File: config.mk
export PLATFORM = sky130hd
export DESIGN_NAME = button_press_classifier_core
export DESIGN_NICKNAME = d
export VERILOG_FILES = /design/src/hw/rtl/bpc_pkg.sv /design/src/hw/rtl/bpc_cfg.sv /design/src/hw/rtl/bpc_front.sv /design/src/hw/rtl/bpc_queue.sv /design/src/hw/rtl/bpc_back.sv /design/src/hw/rtl/button_press_classifier_core.sv
export SDC_FILE = /design/constraint.sdc
export NUM_CORES = 2
export LEC_CHECK = 0
export BUFFER_PORTS_ARGS = -buffer_cell sky130_fd_sc_hd__buf_4
export CORE_MARGIN = 1
export CORE_UTILIZATION = 69
export CTS_CLUSTER_DIAMETER = 30
export DETAILED_ROUTE_END_ITERATION = 16
export PLACE_DENSITY = 0.95
export SYNTH_ARGS = -nofsm -noshare
export SYNTH_HDL_FRONTEND = slang
export SYNTH_SLANG_ARGS = --single-unit
File: constraint.sdc
create_clock -name i_clk -period 12.1 [get_ports i_clk]
set_clock_uncertainty 0.1 [all_clocks]
set_input_delay 1.815 -clock i_clk [delete_from_list [all_inputs] [get_ports i_clk]]
set_output_delay 1.815 -clock i_clk [all_outputs]
set_load 0.005 [all_outputs]
File: src/hw/rtl/bpc_pkg.sv
package bpc_pkg;

    localparam int NUM_SLOTS = 4;
    localparam int PIN_W     = 6;
    localparam int THR_W     = 16;
    localparam int IDX_W     = 2;
    localparam int COUNT_W   = 3;

    // A millisecond count derived from a 32-bit microsecond tick stays below 2^23.
    localparam int NOW_W = 23;

    // x / 1000 == (x * 0x10624DD3) >> 38 for every 32-bit x.
    localparam logic [31:0] MS_RECIP = 32'h10624DD3;
    localparam int          MS_SHIFT = 38;

    localparam int ADDR_W = 5;
    localparam int DATA_W = 32;

    localparam logic [2:0] REG_BUTTON_PINS    = 3'd0;
    localparam logic [2:0] REG_BUTTON_COUNT   = 3'd1;
    localparam logic [2:0] REG_PRESSED_LEVELS = 3'd2;
    localparam logic [2:0] REG_LONG_MS_0      = 3'd3;
    localparam logic [2:0] REG_LONG_MS_1      = 3'd4;
    localparam logic [2:0] REG_LONG_MS_2      = 3'd5;
    localparam logic [2:0] REG_LONG_MS_3      = 3'd6;

    localparam logic [THR_W-1:0] LONG_MS_RESET = 16'd1000;

    typedef struct packed {
        logic [NUM_SLOTS*PIN_W-1:0]          pins;
        logic [COUNT_W-1:0]                  count;
        logic [NUM_SLOTS-1:0]                levels;
        logic [NUM_SLOTS-1:0][THR_W-1:0]     long_ms;
    } t_cfg;

    typedef struct packed {
        logic [PIN_W-1:0] pin;
        logic             level;
        logic [NOW_W-1:0] now;
    } t_job;

endpackage

File: src/hw/rtl/bpc_cfg.sv
module bpc_cfg (
    input  logic                        i_clk,
    input  logic                        i_rst_n,
    input  logic                        psel,
    input  logic                        penable,
    input  logic                        pwrite,
    input  logic [bpc_pkg::ADDR_W-1:0]  paddr,
    input  logic [bpc_pkg::DATA_W-1:0]  pwdata,
    output logic [bpc_pkg::DATA_W-1:0]  prdata,
    output logic                        pready,
    output bpc_pkg::t_cfg               o_cfg
);
    import bpc_pkg::*;

    t_cfg       r_cfg;
    logic       wr_en;
    logic [2:0] reg_idx;

    assign pready  = 1'b1;
    assign wr_en   = psel && penable && pwrite;
    assign reg_idx = paddr[4:2];
    assign o_cfg   = r_cfg;

    always_ff @(posedge i_clk) begin
        if (!i_rst_n) begin
            r_cfg.pins    <= '0;
            r_cfg.count   <= '0;
            r_cfg.levels  <= '0;
            r_cfg.long_ms <= {NUM_SLOTS{LONG_MS_RESET}};
        end else if (wr_en) begin
            unique case (reg_idx)
                REG_BUTTON_PINS:    r_cfg.pins    <= pwdata[NUM_SLOTS*PIN_W-1:0];
                REG_BUTTON_COUNT:   r_cfg.count   <= pwdata[COUNT_W-1:0];
                REG_PRESSED_LEVELS: r_cfg.levels  <= pwdata[NUM_SLOTS-1:0];
                REG_LONG_MS_0:      r_cfg.long_ms[0] <= pwdata[THR_W-1:0];
                REG_LONG_MS_1:      r_cfg.long_ms[1] <= pwdata[THR_W-1:0];
                REG_LONG_MS_2:      r_cfg.long_ms[2] <= pwdata[THR_W-1:0];
                REG_LONG_MS_3:      r_cfg.long_ms[3] <= pwdata[THR_W-1:0];
                default: ;
            endcase
        end
    end

    always_comb begin
        unique case (reg_idx)
            REG_BUTTON_PINS:    prdata = DATA_W'(r_cfg.pins);
            REG_BUTTON_COUNT:   prdata = DATA_W'(r_cfg.count);
            REG_PRESSED_LEVELS: prdata = DATA_W'(r_cfg.levels);
            REG_LONG_MS_0:      prdata = DATA_W'(r_cfg.long_ms[0]);
            REG_LONG_MS_1:      prdata = DATA_W'(r_cfg.long_ms[1]);
            REG_LONG_MS_2:      prdata = DATA_W'(r_cfg.long_ms[2]);
            REG_LONG_MS_3:      prdata = DATA_W'(r_cfg.long_ms[3]);
            default:            prdata = '0;
        endcase
    end

endmodule

File: src/hw/rtl/bpc_front.sv
module bpc_front (
    input  logic                        i_clk,
    input  logic                        i_rst_n,
    input  logic                        i_valid,
    output logic                        o_stall,
    input  logic [bpc_pkg::PIN_W-1:0]   i_pin_number,
    input  logic [1:0]                  i_pin_level,
    input  logic [31:0]                 i_tick_us,
    output logic                        o_push,
    output bpc_pkg::t_job               o_job,
    input  logic                        i_q_full
);
    import bpc_pkg::*;

    logic        r_valid, n_valid;
    t_job        r_job;
    logic [63:0] prod;
    logic        accept;
    logic        load;

    assign prod    = 64'(i_tick_us) * 64'(MS_RECIP);
    assign o_stall = r_valid && i_q_full;
    assign accept  = i_valid && !o_stall;
    // Timeout levels are taken and dropped here.
    assign load    = accept && !i_pin_level[1];
    assign o_push  = r_valid && !i_q_full;
    assign o_job   = r_job;

    always_comb begin
        n_valid = r_valid;
        if (o_push) begin
            n_valid = 1'b0;
        end
        if (load) begin
            n_valid = 1'b1;
        end
    end

    always_ff @(posedge i_clk) begin
        if (!i_rst_n) begin
            r_valid <= 1'b0;
        end else begin
            r_valid <= n_valid;
        end
    end

    always_ff @(posedge i_clk) begin
        if (load) begin
            r_job.pin   <= i_pin_number;
            r_job.level <= i_pin_level[0];
            r_job.now   <= prod[MS_SHIFT +: NOW_W];
        end
    end

endmodule

File: src/hw/rtl/bpc_queue.sv
module bpc_queue (
    input  logic          i_clk,
    input  logic          i_rst_n,
    input  logic          i_push,
    input  bpc_pkg::t_job i_job,
    output logic          o_full,
    input  logic          i_pop,
    output logic          o_valid,
    output bpc_pkg::t_job o_job
);
    import bpc_pkg::*;

    t_job [1:0] r_mem;
    logic       r_wr_ptr, r_rd_ptr;
    logic [1:0] r_count;

    assign o_full  = (r_count == 2'd2);
    assign o_valid = (r_count != 2'd0);
    assign o_job   = r_mem[r_rd_ptr];

    always_ff @(posedge i_clk) begin
        if (!i_rst_n) begin
            r_wr_ptr <= 1'b0;
            r_rd_ptr <= 1'b0;
            r_count  <= 2'd0;
        end else begin
            if (i_push) begin
                r_wr_ptr <= !r_wr_ptr;
            end
            if (i_pop) begin
                r_rd_ptr <= !r_rd_ptr;
            end
            if (i_push && !i_pop) begin
                r_count <= r_count + 2'd1;
            end else if (i_pop && !i_push) begin
                r_count <= r_count - 2'd1;
            end
        end
    end

    always_ff @(posedge i_clk) begin
        if (i_push) begin
            r_mem[r_wr_ptr] <= i_job;
        end
    end

endmodule

File: src/hw/rtl/bpc_back.sv
module bpc_back #(
    parameter int NUM_BUTTONS = 4,
    parameter int DEBOUNCE_MS = 50
) (
    input  logic                        i_clk,
    input  logic                        i_rst_n,
    input  bpc_pkg::t_cfg               i_cfg,
    input  logic                        i_q_valid,
    input  bpc_pkg::t_job               i_q_job,
    output logic                        o_pop,
    output logic                        o_valid,
    input  logic                        i_stall,
    output logic [bpc_pkg::IDX_W-1:0]   o_button_index,
    output logic                        o_is_long,
    output logic                        o_last_of_run
);
    import bpc_pkg::*;

    localparam int CAP_INT = (NUM_BUTTONS < NUM_SLOTS) ? NUM_BUTTONS : NUM_SLOTS;
    localparam logic [COUNT_W-1:0] CAP = COUNT_W'(CAP_INT);
    localparam logic [NOW_W-1:0]   DEB = NOW_W'(DEBOUNCE_MS);
    localparam logic [IDX_W-1:0]   IDX_LAST = IDX_W'(NUM_SLOTS - 1);

    localparam logic [1:0] ST_IDLE  = 2'd0;
    localparam logic [1:0] ST_WALK  = 2'd1;
    localparam logic [1:0] ST_FLUSH = 2'd2;

    logic [1:0]                      r_state, n_state;
    logic [IDX_W-1:0]                r_idx, n_idx;
    t_job                            r_job;
    logic [NUM_SLOTS-1:0][NOW_W-1:0] r_start, n_start;
    logic                            r_pend_valid, n_pend_valid;
    logic [IDX_W-1:0]                r_pend_idx, n_pend_idx;
    logic                            r_pend_long, n_pend_long;
    logic                            r_o_valid, n_o_valid;
    logic [IDX_W-1:0]                r_o_idx, n_o_idx;
    logic                            r_o_long, n_o_long;
    logic                            r_o_last, n_o_last;

    logic [COUNT_W-1:0] n_active;
    logic               enabled;
    logic [PIN_W-1:0]   bpin;
    logic [NOW_W-1:0]   start;
    logic               held;
    logic               match;
    logic               rec;
    logic               clr;
    logic [NOW_W:0]     diff;
    logic               res;
    logic               is_long;
    logic               out_free;
    logic               blocked;

    assign n_active = (i_cfg.count > CAP) ? CAP : i_cfg.count;
    assign enabled  = ({1'b0, r_idx} < n_active);
    assign bpin     = i_cfg.pins[PIN_W*r_idx +: PIN_W];
    assign start    = r_start[r_idx];
    assign held     = (start != '0);
    assign match    = enabled && (bpin == r_job.pin);
    assign rec      = match && (r_job.level == i_cfg.levels[r_idx]) && !held;
    assign clr      = match && !rec && held;
    // A wrapped (negative) elapsed time shows up as the borrow bit.
    assign diff     = {1'b0, r_job.now} - {1'b0, start};
    assign res      = clr && !diff[NOW_W] && (diff[NOW_W-1:0] >= DEB);
    assign is_long  = (diff[NOW_W-1:0] > NOW_W'(i_cfg.long_ms[r_idx]));
    assign out_free = !r_o_valid || !i_stall;
    assign blocked  = res && r_pend_valid && !out_free;
    assign o_pop    = (r_state == ST_IDLE) && i_q_valid;

    assign o_valid        = r_o_valid;
    assign o_button_index = r_o_idx;
    assign o_is_long      = r_o_long;
    assign o_last_of_run  = r_o_last;

    always_comb begin
        n_state      = r_state;
        n_idx        = r_idx;
        n_start      = r_start;
        n_pend_valid = r_pend_valid;
        n_pend_idx   = r_pend_idx;
        n_pend_long  = r_pend_long;
        n_o_valid    = r_o_valid && i_stall;
        n_o_idx      = r_o_idx;
        n_o_long     = r_o_long;
        n_o_last     = r_o_last;
        unique case (r_state)
            ST_IDLE: begin
                if (i_q_valid) begin
                    n_idx   = '0;
                    n_state = ST_WALK;
                end
            end
            ST_WALK: begin
                if (!blocked) begin
                    if (rec) begin
                        n_start[r_idx] = r_job.now;
                    end else if (clr) begin
                        n_start[r_idx] = '0;
                    end
                    if (res) begin
                        // A newer result means the held one is not the last of the run.
                        if (r_pend_valid) begin
                            n_o_valid = 1'b1;
                            n_o_idx   = r_pend_idx;
                            n_o_long  = r_pend_long;
                            n_o_last  = 1'b0;
                        end
                        n_pend_valid = 1'b1;
                        n_pend_idx   = r_idx;
                        n_pend_long  = is_long;
                    end
                    if (r_idx == IDX_LAST) begin
                        n_state = (r_pend_valid || res) ? ST_FLUSH : ST_IDLE;
                    end else begin
                        n_idx = r_idx + IDX_W'(1);
                    end
                end
            end
            ST_FLUSH: begin
                if (out_free) begin
                    n_o_valid    = 1'b1;
                    n_o_idx      = r_pend_idx;
                    n_o_long     = r_pend_long;
                    n_o_last     = 1'b1;
                    n_pend_valid = 1'b0;
                    n_state      = ST_IDLE;
                end
            end
            default: begin
                n_state = ST_IDLE;
            end
        endcase
    end

    always_ff @(posedge i_clk) begin
        if (!i_rst_n) begin
            r_state      <= ST_IDLE;
            r_idx        <= '0;
            r_start      <= '0;
            r_pend_valid <= 1'b0;
            r_o_valid    <= 1'b0;
        end else begin
            r_state      <= n_state;
            r_idx        <= n_idx;
            r_start      <= n_start;
            r_pend_valid <= n_pend_valid;
            r_o_valid    <= n_o_valid;
        end
    end

    always_ff @(posedge i_clk) begin
        if (o_pop) begin
            r_job <= i_q_job;
        end
        r_pend_idx  <= n_pend_idx;
        r_pend_long <= n_pend_long;
        r_o_idx     <= n_o_idx;
        r_o_long    <= n_o_long;
        r_o_last    <= n_o_last;
    end

endmodule

File: src/hw/rtl/button_press_classifier_core.sv
// Short/long press classifier for up to four buttons. Each input beat is one pin
// edge (pin, level, microsecond tick); levels 2 and 3 are accepted and dropped.
// The front end converts the tick to milliseconds with a registered reciprocal
// multiply and hands the event to a two-entry queue. The back end walks the four
// button slots one per cycle unless a stalled output holds the walk, updating each
// slot's press start and producing at most one result per slot; the final result
// of an event carries o_last_of_run. Each event passes through a pop state, a walk
// over the slots and, when it produced a result, a flush state; the back end pops
// the next event only once it is back in idle. Results wait in a pending register
// and a single output register, and a stalled output only holds the walk when a
// second result must be handed on.
// Registers sit at byte addresses 4*i on the APB port; no clearing pass follows
// reset.
module button_press_classifier_core #(
    parameter int NUM_BUTTONS = 4,
    parameter int DEBOUNCE_MS = 50
) (
    input  logic                        i_clk,
    input  logic                        i_rst_n,
    input  logic                        i_valid,
    output logic                        o_stall,
    input  logic [bpc_pkg::PIN_W-1:0]   i_pin_number,
    input  logic [1:0]                  i_pin_level,
    input  logic [31:0]                 i_tick_us,
    output logic                        o_valid,
    input  logic                        i_stall,
    output logic [bpc_pkg::IDX_W-1:0]   o_button_index,
    output logic                        o_is_long,
    output logic                        o_last_of_run,
    input  logic                        psel,
    input  logic                        penable,
    input  logic                        pwrite,
    input  logic [bpc_pkg::ADDR_W-1:0]  paddr,
    input  logic [bpc_pkg::DATA_W-1:0]  pwdata,
    output logic [bpc_pkg::DATA_W-1:0]  prdata,
    output logic                        pready
);
    import bpc_pkg::*;

    t_cfg cfg;
    t_job front_job;
    t_job q_job;
    logic front_push;
    logic q_full;
    logic q_valid;
    logic q_pop;

    bpc_cfg u_cfg (
        .i_clk   (i_clk),
        .i_rst_n (i_rst_n),
        .psel    (psel),
        .penable (penable),
        .pwrite  (pwrite),
        .paddr   (paddr),
        .pwdata  (pwdata),
        .prdata  (prdata),
        .pready  (pready),
        .o_cfg   (cfg)
    );

    bpc_front u_front (
        .i_clk        (i_clk),
        .i_rst_n      (i_rst_n),
        .i_valid      (i_valid),
        .o_stall      (o_stall),
        .i_pin_number (i_pin_number),
        .i_pin_level  (i_pin_level),
        .i_tick_us    (i_tick_us),
        .o_push       (front_push),
        .o_job        (front_job),
        .i_q_full     (q_full)
    );

    bpc_queue u_queue (
        .i_clk   (i_clk),
        .i_rst_n (i_rst_n),
        .i_push  (front_push),
        .i_job   (front_job),
        .o_full  (q_full),
        .i_pop   (q_pop),
        .o_valid (q_valid),
        .o_job   (q_job)
    );

    bpc_back #(
        .NUM_BUTTONS (NUM_BUTTONS),
        .DEBOUNCE_MS (DEBOUNCE_MS)
    ) u_back (
        .i_clk          (i_clk),
        .i_rst_n        (i_rst_n),
        .i_cfg          (cfg),
        .i_q_valid      (q_valid),
        .i_q_job        (q_job),
        .o_pop          (q_pop),
        .o_valid        (o_valid),
        .i_stall        (i_stall),
        .o_button_index (o_button_index),
        .o_is_long      (o_is_long),
        .o_last_of_run  (o_last_of_run)
    );

endmodule

==> flow_summary.ini <==
[synth]
yosysTopAreaCell = fa_1
yosysTopAreaCellShare = 0.202
async_reset_ff_frac = 0
netlist_area_sq_um = 29600
synth_seq_cells = 325
synth-seq-area-share = 0.263
synth_edf_count = 127
ys_warn_count = 0
synth.avg_cell_area_sq_um = 10.5
ys_top_cells_by_area = fa_1 20%, ha_1 18%, dfxtp_1 13%
synthFlopType = dfxtp_1
synth_cell_types = 86
synthCells = 2827

[global_route]
grt_pass1_wl_um = 126000
gr-usage-met3 = 0.0736
antenna_found_initial = 0
grt_use_total = 0.370
grtUsageMet1 = 0.429
overflow = 0
met2_usage = 0.618
grt_pass1_vias = 24249
grt_max_degree = 116
grt_busiest_layer = met2

[setup_path]
arrival_ps = 9940
cp-start-kind = input port
reg2reg_slack_ps = 6330
critPathMaxFanout = 10
rr_endpoint = u_back.r_start[82]
critPathCaptureType = flip-flop
r2r_cells = 14
path_class = in -> reg
rr_startpoint = u_back.r_idx[1]
worst_ep_required_time_ps = 12310

[detailed_routing]
drc = 0
final_antenna_net_count = 0
routed_wl_um = 79400
num_vias = 22383
drtIter0Drc = 2311
firstDrtPassIters = 7
viasPerCell = 6.45
wl_per_cell_um = 22.9

[cts]
hold_buffers = 0
cts_setup_buffers = 0
cts_sinks = 325
clk_latency_ps = 560
numCtsBuffers = 45
max-clock-path-buffers = 3
cts_resized = 0
cts-root-buf = clkbuf_16
cts_tree = built
path_clk_slew_ps = 60
h-tree-depth = 2

[sta]
tightestPinTransition_ps = 1300
slew_viol_final = 0
max_freq_ghz = 0.103
setup-tns-final_ps = 0
setup_ws_ps = 2360
fin_crit_sh = 0.805
fin_crit_ps = 9740
setup_viol = 0
relSlewSlack = 0.125
rsz0062_at_grt = false
hold_violations = 0
worst_hold_slack_ps = 321

[floorplan]
die_x_um = 209
placementRows = 75
die_h_um = 209
die_area_sq_um = 43700
coreArea_sq_um = 42100
start_util = 0.703
pin_count = 123

[status]
status = finished, final reports clean

[finish]
diodes = 0
drive_gt1_frac = 0.105
synthToLayoutAreaGrowth_pct = 8.54
stdcell_area_sq_um = 32100
finalNetCount = 3717

[worst_hold_path]
holdPathStages = 0
whs_endpoint = u_back.o_is_long
hold_class = reg -> reg
hold_path_startpoint = u_back.r_pend_long

[placed_design]
dpl_cell_area_sq_um = 30700
portBuffers = 103
place_hpwl_um = 59100
gp_congestion = 0.943
preCtsSetupSlack_ps = 2010

[job]
maxCapViolCount = 0
## cell usage in the layout (no fill, tap or decap), types with 70 or more instances in the layout
master and n:
dfxtp_1 196, buf_4 111, edfxtp_1 127, nand2_1 238
ha_1 436, a21boi_0 70, a21oi_1 93, inv_1 586
fa_1 299, a22o_1 80
## worst max-delay path by stage
stage / from / endpoint / slack, ps / depth (start not counted)
after CTS: i_tick_us[17] / u_front.o_job[16] / 2570 / 26
after global routing: i_tick_us[17] / u_front.o_job[16] / 2090 / 26
final: i_tick_us[15] / u_front.o_job[16] / 2360 / 26
after global placement: i_tick_us[30] / u_front.o_job[16] / 2190 / 24
after detailed placement: i_tick_us[15] / u_front.o_job[16] / 2010 / 26
after floorplan: i_tick_us[12] / u_front.o_job[16] / 3560 / 23
## cells in the mapped netlist (12+ instances only)
cell type	instances
nand3_1	48
nand2b_1	12
xnor2_1	25
a211oi_1	12
a22o_2	12
fa_1	299
inv_1	586
a21oi_1	93
mux4_2	47
a221oi_1	18
mux2i_1	32
o21a_1	12
xor2_1	15
and2_1	17
clkbuf_1	46
nor2_1	61
a21boi_0	70
nand2_1	238
buf_4	18
a21o_1	28
nand4_1	16
ha_1	436
mux2_2	33
a22o_1	80
nor2b_1	21
dfxtp_1	198
nor3_1	15
edfxtp_1	127
o21ai_0	52
## routing by layer
| layer | routed length (um) | share of wire | vias up |
|---|---|---|---|
| met2 | 38000 | 0.48 | 1491 |
| met5 | 0 | 0 | - |
| li1 | - | - | 9628 |
| met3 | 7290 | 0.092 | 475 |
| met1 | 27800 | 0.35 | 10789 |
| met4 | 6350 | 0.080 | 0 |
## critical path: stages
cell and delay [ps]:
buf_4 260, ha_1 220, inv_1 70, fa_1 450, inv_1 140, fa_1 470, inv_1 90, fa_1 400
inv_1 100, fa_1 470, fa_1 510, fa_1 500, inv_1 60, fa_1 480, inv_1 50, ha_1 360
nand2_1 90, nor2_1 40, a2111oi_0 750, o211ai_1 370, a2111oi_1 890, nor2_1 240, a211oi_1 530, o21ai_0 270
a21oi_1 220, xnor2_1 90
## area by class of cell
type / instances / area [sq um]
Multi-Input combinational cell: 1828 / 19200
Fill cell: 2338 / 10000
Sequential cell: 325 / 7780
Inverter: 587 / 2200
Clock buffer: 57 / 1260
Timing Repair Buffer: 111 / 833
Tap cell: 539 / 674
Clock inverter: 25 / 211
## sequential cells by signal (all words and copies together), names as in the netlist
register	count
u_back.o_button_index	2
u_back.o_is_long	1
u_back.o_last_of_run	1
u_back.o_valid	1
u_back.r_idx	2
u_back.r_job	30
u_back.r_pend_idx	2
u_back.r_pend_long	1
u_back.r_pend_valid	1
u_back.r_start	92
u_back.r_state	2
u_cfg.o_cfg	95
u_front.o_job	30
u_front.r_valid	1
u_queue.r_count	2
u_queue.r_mem	60
u_queue.r_rd_ptr	1
u_queue.r_wr_ptr	1
## metrics by stage
stage                     std cells  utilization
after detailed placement       3390        0.728
after floorplan                2834            -
final                          3472        0.763
after global placement         3390        0.728
after CTS                      3472        0.763
after global routing           3472        0.763
## logic make-up (layout without fill, tap and decap cells)
| logic type | Yosys count | after routing | share of synthesized area |
|---|---|---|---|
| mux | 112 | 112 | 0.0591 |
| buf+inv | 681 | 780 | 0.0912 |
| simple gates | 480 | 480 | 0.0773 |
| flops | 325 | 325 | 0.263 |
| xor+xnor | 40 | 40 | 0.0118 |
| compound gates | 452 | 452 | 0.111 |
| fa+ha+maj | 735 | 735 | 0.386 |
| other cells | 2 | 9 | 0.000254 |
Power is left out: the tool's default activity adds up to more than one toggle a clock period on the data nets, which glitch-free logic cannot reach.
